$ cat config.mk
export PLATFORM = sky130hd
export DESIGN_NAME = intel_hex_record_loader_core_flat
export DESIGN_NICKNAME = d
export VERILOG_FILES = /design/src/rtl/ihex_pkg.sv /design/src/rtl/ihex_if.sv /design/src/rtl/intel_hex_record_loader_core.sv /design/src/flat_wrapper.sv
export SDC_FILE = /design/constraint.sdc
export NUM_CORES = 1
export LEC_CHECK = 0
export BUFFER_PORTS_ARGS = -buffer_cell sky130_fd_sc_hd__buf_2
export CAP_MARGIN = 20
export CORE_MARGIN = 2
export CORE_UTILIZATION = 50
export CTS_BUF_LIST = sky130_fd_sc_hd__clkbuf_16
export CTS_CLUSTER_DIAMETER = 50
export DETAILED_ROUTE_END_ITERATION = 7
export HOLD_SLACK_MARGIN = 0.05
export PLACE_DENSITY = 0.64
export REMOVE_ABC_BUFFERS = 1
export SLEW_MARGIN = 5
export SYNTH_ARGS = -nofsm -noshare
export SYNTH_HDL_FRONTEND = slang
export SYNTH_SLANG_ARGS = --single-unit
$ cat constraint.sdc
create_clock -name clk -period 8.8 [get_ports clk]
set_input_delay 0.44 -clock clk [delete_from_list [all_inputs] [get_ports clk]]
set_output_delay 0.44 -clock clk [all_outputs]
set_load 0.02 [all_outputs]
$ cat src/rtl/ihex_pkg.sv
package ihex_pkg;

	localparam int PAGE_BYTES_DEF = 2048;
	localparam int MAX_LINE_CHARS_DEF = 60;
	localparam int RECORD_BUF_BYTES_DEF = 30;
	localparam int RESULT_ROOM = 26;

	localparam logic [1:0] FUNC_CHAR = 2'd0;
	localparam logic [1:0] FUNC_START = 2'd1;
	localparam logic [1:0] FUNC_END = 2'd2;

	localparam logic [1:0] KIND_DATA = 2'd0;
	localparam logic [1:0] KIND_PAGE = 2'd1;
	localparam logic [1:0] KIND_STATUS = 2'd2;

	localparam logic [3:0] ST_OK = 4'd0;
	localparam logic [3:0] ST_NO_COLON = 4'd1;
	localparam logic [3:0] ST_SHORT = 4'd2;
	localparam logic [3:0] ST_LONG = 4'd3;
	localparam logic [3:0] ST_CHECKSUM = 4'd4;
	localparam logic [3:0] ST_BOOT_BAD = 4'd5;
	localparam logic [3:0] ST_BOOT_OK = 4'd6;
	localparam logic [3:0] ST_EOF = 4'd7;
	localparam logic [3:0] ST_INPUT_END = 4'd8;

	localparam logic REG_LOAD_MODE = 1'b0;
	localparam logic REG_BOOT_BASE = 1'b1;

	localparam logic [7:0] CH_COLON = 8'h3a;
	localparam logic [7:0] CH_CR = 8'h0d;
	localparam logic [7:0] CH_LF = 8'h0a;
	localparam logic [7:0] TYPE_DATA = 8'h00;
	localparam logic [7:0] TYPE_EOF = 8'h01;
	localparam logic [7:0] TYPE_START_ADDR = 8'h05;
	localparam int MIN_LINE_CHARS = 11;

	typedef enum logic [3:0] {
		S_IDLE,
		S_CHAR,
		S_CHAR2,
		S_CHECK,
		S_RD_TYPE,
		S_RD_ADDR,
		S_ADDR_DONE,
		S_DATA_RD,
		S_DATA_OUT,
		S_PAGE_OUT,
		S_EOF_OUT,
		S_STATUS_OUT
	} state_t;

	typedef struct packed {
		logic [1:0]  kind;
		logic [7:0]  data_byte;
		logic [10:0] page_offset;
		logic [31:0] page_address;
		logic [10:0] write_halfwords;
		logic [3:0]  status;
		logic        last;
	} result_t;

	typedef struct packed {
		logic [1:0] func;
		logic [7:0] text_char;
	} item_t;

	function automatic logic [7:0] nibble_of(input logic [7:0] c);
		logic [7:0] n;
		if (c >= 8'h30 && c <= 8'h39) n = c - 8'h30;
		else if (c >= 8'h61 && c <= 8'h66) n = c - 8'h57;
		else if (c >= 8'h41 && c <= 8'h46) n = c - 8'h37;
		else n = c;
		return n;
	endfunction

endpackage

$ cat src/rtl/ihex_if.sv
interface ihex_item_if;
	logic valid;
	logic ready;
	ihex_pkg::item_t payload;
	modport source (output valid, output payload, input ready);
	modport sink (input valid, input payload, output ready);
endinterface

interface ihex_result_if;
	logic valid;
	logic ready;
	ihex_pkg::result_t payload;
	modport source (output valid, output payload, input ready);
	modport sink (input valid, input payload, output ready);
endinterface

interface ihex_cfg_if;
	logic valid;
	logic ready;
	logic index;
	logic [31:0] data;
	modport source (output valid, output index, output data, input ready);
	modport sink (input valid, input index, input data, output ready);
endinterface

$ cat src/rtl/intel_hex_record_loader_core.sv
// channel   dir  payload
// in        in   func, text_char
// out       out  kind, data_byte, page_offset, page_address, write_halfwords, status, last
// cfg       in   index (0 load_mode, 1 boot_base), data
// A text character updates the line state; each second hex digit writes a record byte.
// A held CR is taken first. A line end gives a data result per byte, a page result per filled
// page, or a boot address check, to the status; the next request waits until it is taken.
// Results leave through one output register; a stalled output holds the sequencer.
// Reset is asynchronous; the record buffer is not cleared.
module intel_hex_record_loader_core #(
	parameter int PAGE_BYTES = ihex_pkg::PAGE_BYTES_DEF,
	parameter int MAX_LINE_CHARS = ihex_pkg::MAX_LINE_CHARS_DEF,
	parameter int RECORD_BUF_BYTES = ihex_pkg::RECORD_BUF_BYTES_DEF
) (
	input logic clk,
	input logic arst_n,
	ihex_item_if.sink in,
	ihex_result_if.source out,
	ihex_cfg_if.sink cfg
);
	localparam int CW = $clog2(MAX_LINE_CHARS + 1);
	localparam int AW = $clog2(RECORD_BUF_BYTES);
	localparam int PW = $clog2(PAGE_BYTES + 1);
	localparam int RW = $clog2(ihex_pkg::RESULT_ROOM + 1);
	localparam int CAPN = RECORD_BUF_BYTES - 4;
	localparam int CNW = $clog2(RECORD_BUF_BYTES + 256);

	ihex_pkg::state_t state_q, state_d;
	logic load_mode_q;
	logic [31:0] boot_base_q;
	logic [CW-1:0] char_count_q;
	logic [7:0] high_nibble_q, first_char_q, running_sum_q;
	logic cr_seen_q, halted_q;
	logic [PW-1:0] page_fill_q;
	logic [15:0] page_number_q;
	logic [31:0] page_addr_q;
	logic [7:0] char_q;
	logic [7:0] char2_q;
	logic [7:0] mem [RECORD_BUF_BYTES];
	logic [7:0] rd_s1;
	logic [3:0] status_q;
	logic [31:0] addr_q;
	logic [2:0] addr_idx_q;
	logic [CNW-1:0] cnt_q, idx_q;
	logic [RW-1:0] emitted_q;
	logic out_valid_q;
	ihex_pkg::result_t out_q;

	logic out_free, start_char2;
	assign out_free = !out_valid_q || out.ready;
	assign out.valid = out_valid_q;
	assign out.payload = out_q;
	assign cfg.ready = 1'b1;
	assign in.ready = (state_q == ihex_pkg::S_IDLE) && !out_valid_q;

	// memory access
	logic mem_we;
	logic [AW-1:0] mem_wa, mem_ra;
	logic [7:0] mem_wd;
	always_ff @(posedge clk) begin
		if (mem_we) mem[mem_wa] <= mem_wd;
		rd_s1 <= mem[mem_ra];
	end

	// char taking combinational
	logic take_here;
	logic [7:0] byte_val;
	logic [CW-1:0] pidx;
	always_comb begin
		byte_val = 8'((high_nibble_q << 4) + ihex_pkg::nibble_of(char_q));
		pidx = CW'(char_count_q >> 1) - CW'(1);
		mem_wa = pidx[AW-1:0];
		mem_wd = byte_val;
		take_here = (state_q == ihex_pkg::S_CHAR || state_q == ihex_pkg::S_CHAR2)
			&& (char_count_q < CW'(MAX_LINE_CHARS)) && char_count_q != '0 && !char_count_q[0];
		mem_we = take_here && (32'(pidx) < RECORD_BUF_BYTES);
	end

	always_comb begin
		mem_ra = '0;
		case (state_q)
			ihex_pkg::S_CHECK: mem_ra = AW'(3);
			ihex_pkg::S_RD_TYPE: mem_ra = AW'(4);
			ihex_pkg::S_RD_ADDR: mem_ra = AW'(32'(addr_idx_q) + 5);
			ihex_pkg::S_DATA_RD, ihex_pkg::S_DATA_OUT: mem_ra = AW'(32'(idx_q) + 4);
			default: mem_ra = '0;
		endcase
	end

	// status at line end
	logic [3:0] line_st;
	always_comb begin
		if (char_count_q >= CW'(MAX_LINE_CHARS)) line_st = ihex_pkg::ST_LONG;
		else if (char_count_q == '0 || first_char_q != ihex_pkg::CH_COLON)
			line_st = ihex_pkg::ST_NO_COLON;
		else if (char_count_q < CW'(ihex_pkg::MIN_LINE_CHARS)) line_st = ihex_pkg::ST_SHORT;
		else if (running_sum_q != 8'd0) line_st = ihex_pkg::ST_CHECKSUM;
		else line_st = ihex_pkg::ST_OK;
	end

	logic [CNW-1:0] avail;
	always_comb begin
		avail = CNW'(((char_count_q - CW'(1)) >> 1)) - CNW'(5);
	end

	// byte count is shadowed from writes to entry 0
	logic [7:0] bc_q;
	always_ff @(posedge clk or negedge arst_n) begin
		if (!arst_n) bc_q <= '0;
		else if (mem_we && mem_wa == '0) bc_q <= mem_wd;
	end
	logic [CNW-1:0] cnt_eff;
	always_comb begin
		cnt_eff = CNW'(bc_q);
		if (cnt_eff > avail) cnt_eff = avail;
		if (cnt_eff > CNW'(CAPN)) cnt_eff = CNW'(CAPN);
	end

	// a held CR is taken first, then the character that followed it
	assign start_char2 = char2_q != ihex_pkg::CH_CR;

	// next state
	always_comb begin
		state_d = state_q;
		case (state_q)
			ihex_pkg::S_IDLE: begin
				if (in.valid && in.ready && !halted_q) begin
					if (in.payload.func == ihex_pkg::FUNC_END) state_d = ihex_pkg::S_STATUS_OUT;
					else if (in.payload.func == ihex_pkg::FUNC_CHAR) begin
						if (in.payload.text_char == ihex_pkg::CH_LF && cr_seen_q)
							state_d = ihex_pkg::S_CHECK;
						else if (cr_seen_q) state_d = ihex_pkg::S_CHAR;
						else if (in.payload.text_char != ihex_pkg::CH_CR)
							state_d = ihex_pkg::S_CHAR2;
					end
				end
			end
			ihex_pkg::S_CHAR: state_d = start_char2 ? ihex_pkg::S_CHAR2 : ihex_pkg::S_IDLE;
			ihex_pkg::S_CHAR2: state_d = ihex_pkg::S_IDLE;
			ihex_pkg::S_CHECK: state_d = ihex_pkg::S_RD_TYPE;
			ihex_pkg::S_RD_TYPE: begin
				if (status_q != ihex_pkg::ST_OK) state_d = ihex_pkg::S_STATUS_OUT;
				else if (!load_mode_q) begin
					state_d = (rd_s1 == ihex_pkg::TYPE_START_ADDR) ? ihex_pkg::S_RD_ADDR
						: ihex_pkg::S_STATUS_OUT;
				end else if (rd_s1 == ihex_pkg::TYPE_EOF) state_d = ihex_pkg::S_EOF_OUT;
				else if (rd_s1 == ihex_pkg::TYPE_DATA) state_d = ihex_pkg::S_DATA_RD;
				else state_d = ihex_pkg::S_STATUS_OUT;
			end
			ihex_pkg::S_RD_ADDR: if (addr_idx_q == 3'd3) state_d = ihex_pkg::S_ADDR_DONE;
			ihex_pkg::S_ADDR_DONE: state_d = ihex_pkg::S_STATUS_OUT;
			ihex_pkg::S_DATA_RD:
				state_d = (idx_q >= cnt_q) ? ihex_pkg::S_STATUS_OUT : ihex_pkg::S_DATA_OUT;
			ihex_pkg::S_DATA_OUT: if (out_free) begin
				state_d = (32'(page_fill_q) + 1 >= PAGE_BYTES) ? ihex_pkg::S_PAGE_OUT
					: ihex_pkg::S_DATA_RD;
			end
			ihex_pkg::S_PAGE_OUT: if (out_free) state_d = ihex_pkg::S_DATA_RD;
			ihex_pkg::S_EOF_OUT: if (out_free) state_d = ihex_pkg::S_STATUS_OUT;
			ihex_pkg::S_STATUS_OUT: if (out_free) state_d = ihex_pkg::S_IDLE;
			default: state_d = ihex_pkg::S_IDLE;
		endcase
	end

	// result to be loaded this cycle
	logic emit_now;
	ihex_pkg::result_t res;
	always_comb begin
		res = '0;
		emit_now = 1'b0;
		case (state_q)
			ihex_pkg::S_DATA_OUT: begin
				emit_now = out_free;
				res.kind = ihex_pkg::KIND_DATA;
				res.data_byte = rd_s1;
				res.page_offset = 11'(page_fill_q);
				res.page_address = page_addr_q;
			end
			ihex_pkg::S_PAGE_OUT: begin
				emit_now = out_free;
				res.kind = ihex_pkg::KIND_PAGE;
				res.page_address = page_addr_q;
				res.write_halfwords = 11'(PAGE_BYTES / 2);
			end
			ihex_pkg::S_EOF_OUT: begin
				emit_now = out_free;
				res.kind = ihex_pkg::KIND_PAGE;
				res.page_address = page_addr_q;
				res.write_halfwords = 11'((32'(page_fill_q) + 1) >> 1);
			end
			ihex_pkg::S_STATUS_OUT: begin
				emit_now = out_free;
				res.kind = ihex_pkg::KIND_STATUS;
				res.status = status_q;
				res.last = 1'b1;
			end
			default: ;
		endcase
		// the last result that fits closes the item
		if (32'(emitted_q) == ihex_pkg::RESULT_ROOM - 1) res.last = 1'b1;
	end

	always_ff @(posedge clk or negedge arst_n) begin
		if (!arst_n) begin
			state_q <= ihex_pkg::S_IDLE;
			load_mode_q <= 1'b0;
			boot_base_q <= '0;
			char_count_q <= '0;
			high_nibble_q <= '0;
			first_char_q <= '0;
			running_sum_q <= '0;
			cr_seen_q <= 1'b0;
			halted_q <= 1'b0;
			page_fill_q <= '0;
			page_number_q <= '0;
			page_addr_q <= '0;
			out_valid_q <= 1'b0;
			emitted_q <= '0;
			status_q <= ihex_pkg::ST_OK;
		end else begin
			state_q <= state_d;
			if (cfg.valid) begin
				if (cfg.index == ihex_pkg::REG_LOAD_MODE) load_mode_q <= cfg.data[0];
				else begin
					boot_base_q <= cfg.data;
					page_addr_q <= cfg.data + 32'(page_number_q) * 32'(PAGE_BYTES);
				end
			end
			// only the first RESULT_ROOM results of an item leave the block
			if (emit_now && 32'(emitted_q) < ihex_pkg::RESULT_ROOM) begin
				out_valid_q <= 1'b1;
				out_q <= res;
				emitted_q <= emitted_q + RW'(1);
			end else if (out_valid_q && out.ready) out_valid_q <= 1'b0;
			case (state_q)
				ihex_pkg::S_IDLE: begin
					emitted_q <= '0;
					if (in.valid && in.ready) begin
						if (in.payload.func == ihex_pkg::FUNC_START) begin
							char_count_q <= '0; high_nibble_q <= '0; first_char_q <= '0;
							running_sum_q <= '0; cr_seen_q <= 1'b0; halted_q <= 1'b0;
							page_fill_q <= '0; page_number_q <= '0; page_addr_q <= boot_base_q;
						end else if (!halted_q && in.payload.func == ihex_pkg::FUNC_END) begin
							char_count_q <= '0; high_nibble_q <= '0; first_char_q <= '0;
							running_sum_q <= '0; cr_seen_q <= 1'b0;
							status_q <= ihex_pkg::ST_INPUT_END;
						end else if (!halted_q && in.payload.func == ihex_pkg::FUNC_CHAR) begin
							char_q <= cr_seen_q ? ihex_pkg::CH_CR : in.payload.text_char;
							char2_q <= in.payload.text_char;
							cr_seen_q <= (in.payload.text_char == ihex_pkg::CH_CR);
						end
					end
				end
				ihex_pkg::S_CHAR, ihex_pkg::S_CHAR2: begin
					if (char_count_q < CW'(MAX_LINE_CHARS)) begin
						if (char_count_q == '0) first_char_q <= char_q;
						else if (char_count_q[0]) high_nibble_q <= ihex_pkg::nibble_of(char_q);
						else running_sum_q <= running_sum_q + byte_val;
						char_count_q <= char_count_q + CW'(1);
					end
					if (state_q == ihex_pkg::S_CHAR) char_q <= char2_q;
				end
				ihex_pkg::S_CHECK: status_q <= line_st;
				ihex_pkg::S_RD_TYPE: begin
					addr_idx_q <= '0;
					idx_q <= '0;
					cnt_q <= cnt_eff;
					if (status_q == ihex_pkg::ST_OK && load_mode_q
						&& rd_s1 == ihex_pkg::TYPE_EOF) status_q <= ihex_pkg::ST_EOF;
				end
				ihex_pkg::S_RD_ADDR: begin
					addr_q <= {addr_q[23:0], rd_s1};
					addr_idx_q <= addr_idx_q + 3'd1;
				end
				ihex_pkg::S_ADDR_DONE: begin
					status_q <= ((addr_q & boot_base_q) == boot_base_q)
						? ihex_pkg::ST_BOOT_OK : ihex_pkg::ST_BOOT_BAD;
				end
				ihex_pkg::S_DATA_OUT: if (out_free) begin
					idx_q <= idx_q + CNW'(1);
					if (32'(page_fill_q) + 1 >= PAGE_BYTES) page_fill_q <= page_fill_q + PW'(1);
					else page_fill_q <= page_fill_q + PW'(1);
				end
				ihex_pkg::S_PAGE_OUT: if (out_free) begin
					page_fill_q <= '0;
					page_number_q <= page_number_q + 16'd1;
					// page number wraps at 16 bits, the address follows it
					page_addr_q <= (page_number_q == 16'hffff) ? boot_base_q
						: page_addr_q + 32'(PAGE_BYTES);
				end
				ihex_pkg::S_STATUS_OUT: if (out_free) begin
					char_count_q <= '0; high_nibble_q <= '0; first_char_q <= '0;
					running_sum_q <= '0;
					if (status_q >= ihex_pkg::ST_NO_COLON && status_q <= ihex_pkg::ST_BOOT_BAD)
						halted_q <= 1'b1;
				end
				default: ;
			endcase
		end
	end
endmodule

$ cat src/flat_wrapper.sv
// flat-port wrapper written by rule: the top's interface ports become plain ports
module intel_hex_record_loader_core_flat 
#(
	parameter int PAGE_BYTES = ihex_pkg::PAGE_BYTES_DEF,
	parameter int MAX_LINE_CHARS = ihex_pkg::MAX_LINE_CHARS_DEF,
	parameter int RECORD_BUF_BYTES = ihex_pkg::RECORD_BUF_BYTES_DEF
)
  (clk, arst_n, in_valid, in_payload, in_ready, out_valid, out_payload, out_ready, cfg_valid, cfg_index, cfg_data, cfg_ready);
  ihex_item_if in_i ();
  ihex_result_if out_i ();
  ihex_cfg_if cfg_i ();
  input logic clk;
  input logic arst_n;
  input wire logic [$bits(in_i.valid)-1:0] in_valid;
  input wire logic [$bits(in_i.payload)-1:0] in_payload;
  output wire logic [$bits(in_i.ready)-1:0] in_ready;
  output wire logic [$bits(out_i.valid)-1:0] out_valid;
  output wire logic [$bits(out_i.payload)-1:0] out_payload;
  input wire logic [$bits(out_i.ready)-1:0] out_ready;
  input wire logic [$bits(cfg_i.valid)-1:0] cfg_valid;
  input wire logic [$bits(cfg_i.index)-1:0] cfg_index;
  input wire logic [$bits(cfg_i.data)-1:0] cfg_data;
  output wire logic [$bits(cfg_i.ready)-1:0] cfg_ready;
  assign in_i.valid = in_valid;
  assign in_i.payload = in_payload;
  assign in_ready = in_i.ready;
  assign out_valid = out_i.valid;
  assign out_payload = out_i.payload;
  assign out_i.ready = out_ready;
  assign cfg_i.valid = cfg_valid;
  assign cfg_i.index = cfg_index;
  assign cfg_i.data = cfg_data;
  assign cfg_ready = cfg_i.ready;
  intel_hex_record_loader_core #(.PAGE_BYTES(PAGE_BYTES), .MAX_LINE_CHARS(MAX_LINE_CHARS), .RECORD_BUF_BYTES(RECORD_BUF_BYTES)) u_core (.clk(clk), .arst_n(arst_n), .in(in_i), .out(out_i), .cfg(cfg_i));
endmodule
After elaboration in Yosys (flattened, before gate mapping)
Memories as Yosys holds them, arrays and structs flattened. A register that Yosys moved wholly into a read port is not among the register bits.
Index checks and enable logic that the tools add are counted.
{"block": "word_totals", "reg_bits": 281, "ram_bits": 240, "inputBits": 48, "output_inout_bits": 72, "word_cells": 286, "memories": 1}
{"block": "classes", "n_addsub": 19, "magnitude_cmp": 17, "eq_ne": 47, "n_mux": 100, "n_bitwise": 4, "n_reduce_logical": 69}
{"memory": "u_core.mem", "words": 30, "word_bits": 8, "read_ports": 1, "rd_clocked_by_memory_dff": 1, "wr": 1, "line_no": "intel_hex_record_loader_core.sv:39", "text": "logic [7:0] mem [RECORD_BUF_BYTES];"}
{"op": "32-bit 2-to-1 mux", "count": 6}
{"op": "8-bit 2-to-1 mux", "count": 18}
{"op": "4-bit 2-to-1 mux", "count": 27}
{"op": "32-bit one-hot mux with 2 select lines", "count": 1}
{"op": "12-bit 2-to-1 mux", "count": 4}
{"op": "16-bit 2-to-1 mux", "count": 3}
{"op": "8-bit one-hot mux with 3 select lines", "count": 2}
{"op": "4-bit one-hot mux with 11 select lines", "count": 1}
{"op": "12-bit one-hot mux with 3 select lines", "count": 1}
{"op": "32-bit by 12-bit adder with 32-bit output (second input constant)", "count": 1}
{"op": "32-bit by 27-bit adder with 32-bit output", "count": 1}
{"op": "32-bit AND", "count": 1}
{"op": "32-bit equality test", "count": 1}
{"op": "32-bit by 12-bit greater-or-equal comparator with 1-bit output (second input constant)", "count": 1}
{"op": "16-bit one-hot mux with 2 select lines", "count": 1}
{"op": "6-bit 2-to-1 mux", "count": 5}
{"op": "2-bit by 1-bit != test with 1-bit output (second input constant)", "count": 11}
{"op": "11-bit one-hot mux with 2 select lines", "count": 1}
{"op": "7-bit AND reduction", "count": 3}
{"op": "5-bit one-hot mux with 4 select lines", "count": 1}
{"op": "5-bit AND reduction", "count": 4}
{"op": "1-bit logical AND", "count": 19}
{"op": "9-bit 2-to-1 mux", "count": 2}
{"op": "2-bit != test (second input constant)", "count": 9}
{"op": "78 further kinds", "count": 132}

Longest topological paths before layout
Gate-level depths: netlist of the first run.
{"block": "logic_depth", "ltp_word": 11, "depth_mapped": 19, "ltp_nobuf": 18}

Worst setup path before layout of the first run
Ideal clock, no wire load.
{"block": "synth_path", "path_type": "register to register", "start": "register u_core.char_q[0]", "end": "register u_core.running_sum_q[7]", "setup_time_ns": 0.129, "arrival_time_ns": 4.550, "t_required_ns": 8.671, "slack_ns": 4.121, "stages_incl_launch_ff": 20, "path_buffers": 1, "period_less_slack_ns": 4.679, "path_cell_list": "edfxtp_1 inv_1 ha_1 or3b_1 o2111a_1 and2_1 or2_0 clkbuf_1 a21oi_1 xnor2_1 ha_1 fa_1 xor2_1 ha_1 nor3_1 o21ai_0 o211ai_1 xor2_1 a21oi_1 o22ai_1"}
{"block": "synth_between", "elab_chain_len": 11, "word_cells_on_any_way": 21, "classes_between": "5 x add/sub; 6 x order compare; 7 x mux; 3 x reduce/logical"}
{"element": "start, declared", "line_no": "intel_hex_record_loader_core.sv:37", "text": "logic [7:0] char_q;"}
{"element": "start signal, assigned", "line_no": "intel_hex_record_loader_core.sv:248", "text": "char_q <= cr_seen_q ? ihex_pkg::CH_CR : in.payload.text_char;"}
{"element": "start signal, assigned", "line_no": "intel_hex_record_loader_core.sv:261", "text": "if (state_q == ihex_pkg::S_CHAR) char_q <= char2_q;"}
{"element": "8-bit by 7-bit greater-or-equal comparator with 1-bit output / 8-bit by 7-bit <= comparator with 1-bit output (equally long branches)", "line_no": "ihex_pkg.sv:71", "text": "else if (c >= 8'h41 && c <= 8'h46) n = c - 8'h37;"}
{"element": "1-bit logical AND", "line_no": "ihex_pkg.sv:71"}
{"element": "8-bit 2-to-1 mux"}
{"element": "8-bit 2-to-1 mux", "line_no": "ihex_pkg.sv:70", "text": "else if (c >= 8'h61 && c <= 8'h66) n = c - 8'h57;"}
{"element": "8-bit 2-to-1 mux (*)", "line_no": "ihex_pkg.sv:69", "text": "if (c >= 8'h30 && c <= 8'h39) n = c - 8'h30;"}
{"element": "8-bit adder (*)", "line_no": "intel_hex_record_loader_core.sv:70", "text": "byte_val = 8'((high_nibble_q << 4) + ihex_pkg::nibble_of(char_q));"}
{"element": "named net u_core.byte_val[6]", "line_no": "intel_hex_record_loader_core.sv:67", "text": "logic [7:0] byte_val;"}
{"element": "8-bit adder (*)", "line_no": "intel_hex_record_loader_core.sv:258", "text": "else running_sum_q <= running_sum_q + byte_val;"}
{"element": "8-bit 2-to-1 mux (*)", "line_no": "intel_hex_record_loader_core.sv:257", "text": "else if (char_count_q[0]) high_nibble_q <= ihex_pkg::nibble_of(char_q);"}
{"element": "8-bit 2-to-1 mux (*)", "line_no": "intel_hex_record_loader_core.sv:256", "text": "if (char_count_q == '0) first_char_q <= char_q;"}
{"element": "8-bit 2-to-1 mux (*)", "line_no": "intel_hex_record_loader_core.sv:255", "text": "if (char_count_q < CW'(MAX_LINE_CHARS)) begin"}
{"element": "8-bit one-hot mux with 3 select lines (*)", "line_no": "intel_hex_record_loader_core.sv:235", "text": "case (state_q)"}
{"element": "end signal, assigned", "line_no": "intel_hex_record_loader_core.sv:258"}
{"element": "end, declared", "line_no": "intel_hex_record_loader_core.sv:32", "text": "logic [7:0] high_nibble_q, first_char_q, running_sum_q;"}
The timed path passes the listed nets; every way through them passes the cells marked *. The select of a mux whose other input is x is not followed.
A chain may end at the register's enable or synchronous reset.

Worst setup path in the final report of the first run
Same ends and word-level chain as after synthesis.

==> results of run 1 <==
[critical path: stages (launching register included)]
cell	delay (ps)
edfxtp_1	500
inv_1	190
ha_1	200
or3b_1	350
o2111a_1	180
and2_1	190
or2_0	400
a21oi_1	230
xnor2_1	100
ha_1	1020
ha_1	430
o21ai_0	110
o21ai_0	110
o211ai_1	120
xor2_1	210
a21oi_1	90
o22ai_1	160
[registers in the layout, summed over array words and instances, names as in the netlist, 3 cells and up]
name,count
u_core.out.payload,69
u_core.idx_q,9
u_core.high_nibble_q,4
u_core.char_count_q,6
u_core.boot_base_q,32
u_core.rd_s1,8
u_core.bc_q,8
u_core.page_number_q,16
u_core.status_q,4
u_core.addr_idx_q,3
u_core.emitted_q,5
u_core.page_addr_q,32
u_core.addr_q,32
u_core.first_char_q,8
u_core.char2_q,8
u_core.char_q,8
u_core.state_q,4
u_core.running_sum_q,8
u_core.cnt_q,9
u_core.mem,240
u_core.page_fill_q,12
[power groups by stage]
stage	sequential, W	combinational (W)	clock, W
after global placement	0.00345	0.00245	0
after CTS	0.00341	0.00253	0.00247
final	0.00341	0.00254	0.00242
after floorplan	0.00345	0.00166	0
after global routing	0.00345	0.00283	0.00256
after detailed placement	0.00346	0.00250	0
[cells in the mapped netlist (all sizes together), types with 27 or more instances]
cell    count
ha         71
nand2     297
buf        38
clkbuf     58
nand3      73
inv        84
nor3       27
a21oi     109
nor4       27
o22ai      31
mux2i      37
o21ai     137
xor2       39
nor2      134
dfrtp     143
edfxtp    378
and2       67
xnor2      37
[metrics by stage]
| stage | utilization (%) | std cells | instance area, um^2 | setup WS [ps] | total power [W] |
|---|---|---|---|---|---|
| 2_1_floorplan | - | 2045 | 24400 | 4140 | 0.00511 |
| 3_3_place_gp | 53.2 | 2851 | 26100 | 3650 | 0.00590 |
| 3_5_place_dp | 53.2 | 2852 | 26100 | 3530 | 0.00596 |
| 4_1_cts | 57.6 | 2983 | 28300 | 3520 | 0.00841 |
| 5_1_grt | 57.6 | 2984 | 28300 | 3720 | 0.00884 |
| 6_report | 57.6 | 2984 | 28300 | 4100 | 0.00838 |
[final timing paths]
path	slack (ps)	startpoint	endpoint	depth (start not counted)
min	80	cfg_data[26]	u_core.boot_base_q[26]	3
min in group asynchronous	390	arst_n	u_core.first_char_q[0]	2
max reg2reg	4100	u_core.char_q[0]	u_core.running_sum_q[7]	16
min reg2reg	450	u_core.addr_q[18]	u_core.addr_q[26]	0
max in group asynchronous	6880	arst_n	u_core.page_addr_q[31]	3
max	4100	u_core.char_q[0]	u_core.running_sum_q[7]	16
[final cells by class]
cell class                      instances  area, um^2  area share [%]
Clock buffer                           60        1500            5.31
Clock inverter                         48         405            1.43
Inverter                               84         315            1.12
Multi-Input combinational cell       1432        9090            32.2
Sequential cell                       529       15100            53.4
Tap cell                              664         831            2.94
Timing Repair Buffer                  167        1030            3.66
[what timing repair did]
action,4_1_cts,5_1_grt
endpoints found under the hold margin,98,0
hold buffers,23,0
setup buffers,0,0
[layer usage]
metal	GRT usage [%]	up-vias	part of all wire, %
met5	0	-	0
met4	7.59	0	2.5
met3	3.55	113	5.8
met2	39.5	620	48
met1	33.4	8719	44
li1	-	8171	-
[kinds of logic (layout without fill, tap and decap cells)]
kind of cell             after synthesis  after routing  synth area share [%]
adder cells (fa/ha/maj)               74             74                  3.81
flip-flops                           529            529                  60.6
multiplexers                          53             53                  2.60
AND/OR/NAND/NOR                      745            745                  14.5
other                                  2              5                0.0302
AO/OA/AOI/OAI                        479            479                  12.6
buffers and inverters                180            359                  3.12
XOR/XNOR                              76             76                  2.67
==> flow_summary.toml, run 1 <==
[synth]
yosysTopAreaCell = "edfxtp_1"
async_flop_share_pct = 27.0
synthesis.area_um2 = 24900
yosys_warnings = 0
synth.area.top_cells = "edfxtp_1 (46%), dfrtp_1 (14%), nand2_1 (4.4%)"
synth_seq_area_share_pct = 60.6
syn_inst = 2138
synth_seq_cells = 529
synth-main-ff-cell = "edfxtp_1"
synth_edf_count = 378
syn_avg_cell_area_um2 = 11.6
synth_top_area_share_pct = 45.6
ys_types = 92

[flow_run]
max-cap-violations = 0

[clock_network]
numClockSinks = 529
cts_buffers = 58
ctsLongestPathBuffers = 3
cts-resized-gates = 0
cts-root-buf = "clkbuf_16"
insertion_delay_ps = 630
h-tree-depth = 2
clk_pin_slew_ps = 60
cts_tree = "yes"

[power_and_ir_drop]
combPwrFrac_pct = 30.3
p_int_w = 0.00543
peakVddDrop_mv = 0.185
power_leakage_nw = 10.9
power_frac_seq_pct = 40.8
p_switching_w = 0.00294
p_sw_share_pct = 35.1
clkPwrFrac_pct = 28.9
powerDensity_nw_per_um2 = 296

[detailed_routing]
final_antenna_net_count = 0
firstDrtPassIters = 6
drtIter0Drc = 1801
via_per_inst = 5.91
totalWireLength_um = 61800
avgRoutedWirePerCell_um = 20.7
vias = 17623
drcViolationCount = 0

[timing]
finalHoldViolations = 0
fin_crit_ps = 4700
holdWs_ps = 83.1
tightestPinTransition_ps = 1090
fin_skew_ps = 18.9
relSlewSlack_pct = 26.7
slew_viol_final = 0
setup-tns-final_ps = 0
rsz0062_at_grt = "no"
period_share_pct = 53.4
setup_viol_count_final = 0
clock.fmax_mhz = 213

[floorplan]
die_width_um = 227
coreArea_um2 = 49100
ios = 120
die_area_um2 = 51600
die_y_um = 227
initial_utilization_pct = 50.7
rows = 81

[global_routing]
overflow = 0
grt_pass1_wl_um = 96300
grt_max_degree = 84
grt_util_all_layers_pct = 24.1
first_global_vias = 17132
antenna_found_initial = 0

[worst_setup_path]
endpoint_kind = "register"
worst_ep_arrival_time_ps = 5240
cp-start-kind = "register"
worstPathRequired_ps = 9340
critPathKind = "reg2reg"
cp_max_fo = 32

[cells_and_area]
n_fill_cell = 4195
antennaDiodeCount = 0
layout-drive-gt1-share_pct = 12.3
nets = 2394
mostFrequentLayoutCells = "edfxtp_1 (378), nand2_1 (294), dfrtp_1 (143), nor2_1 (133), o21ai_0 (128)"
area_growth_pct = 13.6
mostFrequentLayoutCell = "edfxtp_1"

[status]
run_status = "complete, no violations"

[place]
portBuffers = 118
place.gp.congestion = 0.913
dpl.hpwl_um = 41300

[hold_path]
hp-class = "in2reg"
Note: power is estimated with default switching activity, not from simulation.
==> run 2: changes to the inputs <==
--- a/config.mk
+++ b/config.mk
@@ -13,7 +13,7 @@
 export CTS_CLUSTER_DIAMETER = 50
 export DETAILED_ROUTE_END_ITERATION = 7
 export HOLD_SLACK_MARGIN = 0.05
-export PLACE_DENSITY = 0.64
+export PLACE_DENSITY = 0.67
 export REMOVE_ABC_BUFFERS = 1
 export SLEW_MARGIN = 5
 export SYNTH_ARGS = -nofsm -noshare
==> constraint.sdc (replaced) <==
create_clock -name clk -period 3.79 [get_ports clk]
set_input_delay 0.1895 -clock clk [delete_from_list [all_inputs] [get_ports clk]]
set_output_delay 0.1895 -clock clk [all_outputs]
set_load 0.02 [all_outputs]
==> run 2 against run 1 <==
The run now ends with negative setup slack left. Non-clock buffer count grew 112. Cell area grew 4.3%. Sequential cell count is the same. Via count grew 2.7%. Critical path type unchanged.
==> flow_summary.toml, run 2 (synthesized netlist as in run 1, its figures left out) <==
[floorplan]
die_width_um = 227
ios = 120
coreArea_um2 = 49100
die_area_um2 = 51600
initial_utilization_pct = 50.7
die_y_um = 227
rows = 81

[detailed_routing]
totalWireLength_um = 64100
vias = 18107
firstDrtPassIters = 8
via_per_inst = 5.84
drcViolationCount = 0
drtIter0Drc = 1528
avgRoutedWirePerCell_um = 20.7
final_antenna_net_count = 0

[flow_run]
max-cap-violations = 0

[clock_network]
cts_buffers = 60
insertion_delay_ps = 620
h-tree-depth = 2
clk_pin_slew_ps = 60
cts_tree = "yes"
numClockSinks = 529
cts-root-buf = "clkbuf_16"
ctsLongestPathBuffers = 3

[timing]
finalHoldViolations = 0
fin_skew_ps = 19.8
tightestPinTransition_ps = 1010
relSlewSlack_pct = 32.6
rsz0062_at_grt = "yes"
period_share_pct = 103
clock.fmax_mhz = 256
setup_viol_count_final = 32
slew_viol_final = 0
fin_ws_ps = -118
fin_crit_ps = 3910

[power_and_ir_drop]
power_leakage_nw = 11.5
powerDensity_nw_per_um2 = 687
peakVddDrop_mv = 0.465
power_w = 0.0203

[cells_and_area]
regMostFlops = "u_core.mem"
largest_register_ffs = 240
layout-drive-gt1-share_pct = 16.8
fin_util_pct = 60.1
mostFrequentLayoutCells = "edfxtp_1 (378), nand2_1 (294), dfrtp_1 (143), nor2_1 (133), o21ai_0 (124)"
nets = 2508
area_growth_pct = 18.5
mostFrequentLayoutCell = "edfxtp_1"
antennaDiodeCount = 0
stdcell_area_um2 = 29500

[global_routing]
antenna_found_initial = 1
grt_pass1_wl_um = 99200
grt_max_degree = 58
grt_util_all_layers_pct = 24.9
overflow = 0
first_global_vias = 17713

[hold_path]
hp-class = "in2async"

[worst_setup_path]
cp_max_fo = 5
worstPathRequired_ps = 4300
cpMaxStageDelayCell = "edfxtp_1"
r2r_slack_ps = -120
critPathKind = "reg2reg"
endpoint_kind = "register"
worst_ep_arrival_time_ps = 4410
path_cells = "inv_2 -> buf_4 -> buf_4 -> buf_4 -> ha_1 -> a32oi_2 -> a311oi_2 -> or2_4 -> buf_6 -> a21oi_4 -> a21oi_2 -> xor2_1 -> ha_1 -> buf_6 -> buf_6 -> nand3_4 -> and3_4 -> a211oi_2 -> a2bb2oi_2 -> buf_6 -> buf_4 -> mux2_4"
slowest_delay_ps = 400
cp-start-kind = "register"

[place]
dpl-instance-area_um2 = 26700
place.gp.congestion = 0.902
dpl.hpwl_um = 43900
portBuffers = 118
place_ws_ps = -138

[status]
run_status = "finished with violations"
violations = "negative setup slack"
run 2: area by class of cell:
cell class / count / area, um^2
tap: 664 / 831
fill: 3966 / 19600
timing repair buffer: 279 / 2050
multi-input combinational: 1432 / 9260
clock buffer: 62 / 1550
inverter: 84 / 315
clock inverter: 48 / 397
sequential: 529 / 15100
run 2: power by group:
group          switching, W  total [W]  leakage (nW)  internal (W)
logic               0.00415    0.00668          5.14       0.00254
clock network       0.00239    0.00566         0.971       0.00326
registers          0.000595    0.00791          5.35       0.00732
run 2: what timing repair did:
| item | 4_1_cts | 5_1_grt |
|---|---|---|
| hold buffers | 47 | 0 |
| resized for setup | 12 | 36 |
| endpoints found under the hold margin | 115 | 0 |
| gates cloned | 0 | 3 |
| pin swaps | 8 | 13 |
| setup endpoints to repair | 31 | 34 |
| buffers inserted | 6 | 7 |
run 2: worst paths after layout:
check	start	depth (start not counted)	end
worst max-delay path	u_core.char_q[0]	22	u_core.bc_q[7]
worst min-delay path	arst_n	2	u_core.page_fill_q[6]
worst max register to register	u_core.char_q[0]	22	u_core.bc_q[7]
worst min register to register	u_core.addr_q[18]	0	u_core.addr_q[26]
max in group asynchronous	arst_n	3	u_core.page_addr_q[9]
min in group clk	in_valid	5	u_core.page_number_q[1]
run 2: critical path: cells and delay by family, from the launching register on:
kind                       cells  cell delay (ps)
muxes                          1              250
AOI/OAI and AO/OA              6              800
buffers and inverters          9             1080
and+or+nand+nor                3              510
DFF                            1              400
xor gates and xnor gates       1              150
adders and majority gates      2              610
run 2: stage by stage:
stage / hold slack (ps) / setup TNS [ps] / instances
final: 98.6 / -1050 / 3098
after global routing: 142 / -5650 / 3098
after CTS: 97.2 / 0 / 3089
after detailed placement: 185 / -703 / 2926
after global placement: 184 / -54.7 / 2926
after floorplan: -106 / -24550 / 2045
run 2: per-layer routing:
layer / global-route usage, % / up-vias / part of all wire [%]
li1: - / 8412 / -
met1: 33.4 / 8890 / 42
met2: 41.1 / 676 / 48
met3: 4.28 / 127 / 6.8
met4: 8.90 / 2 / 3.0
met5: 0 / - / 0.019
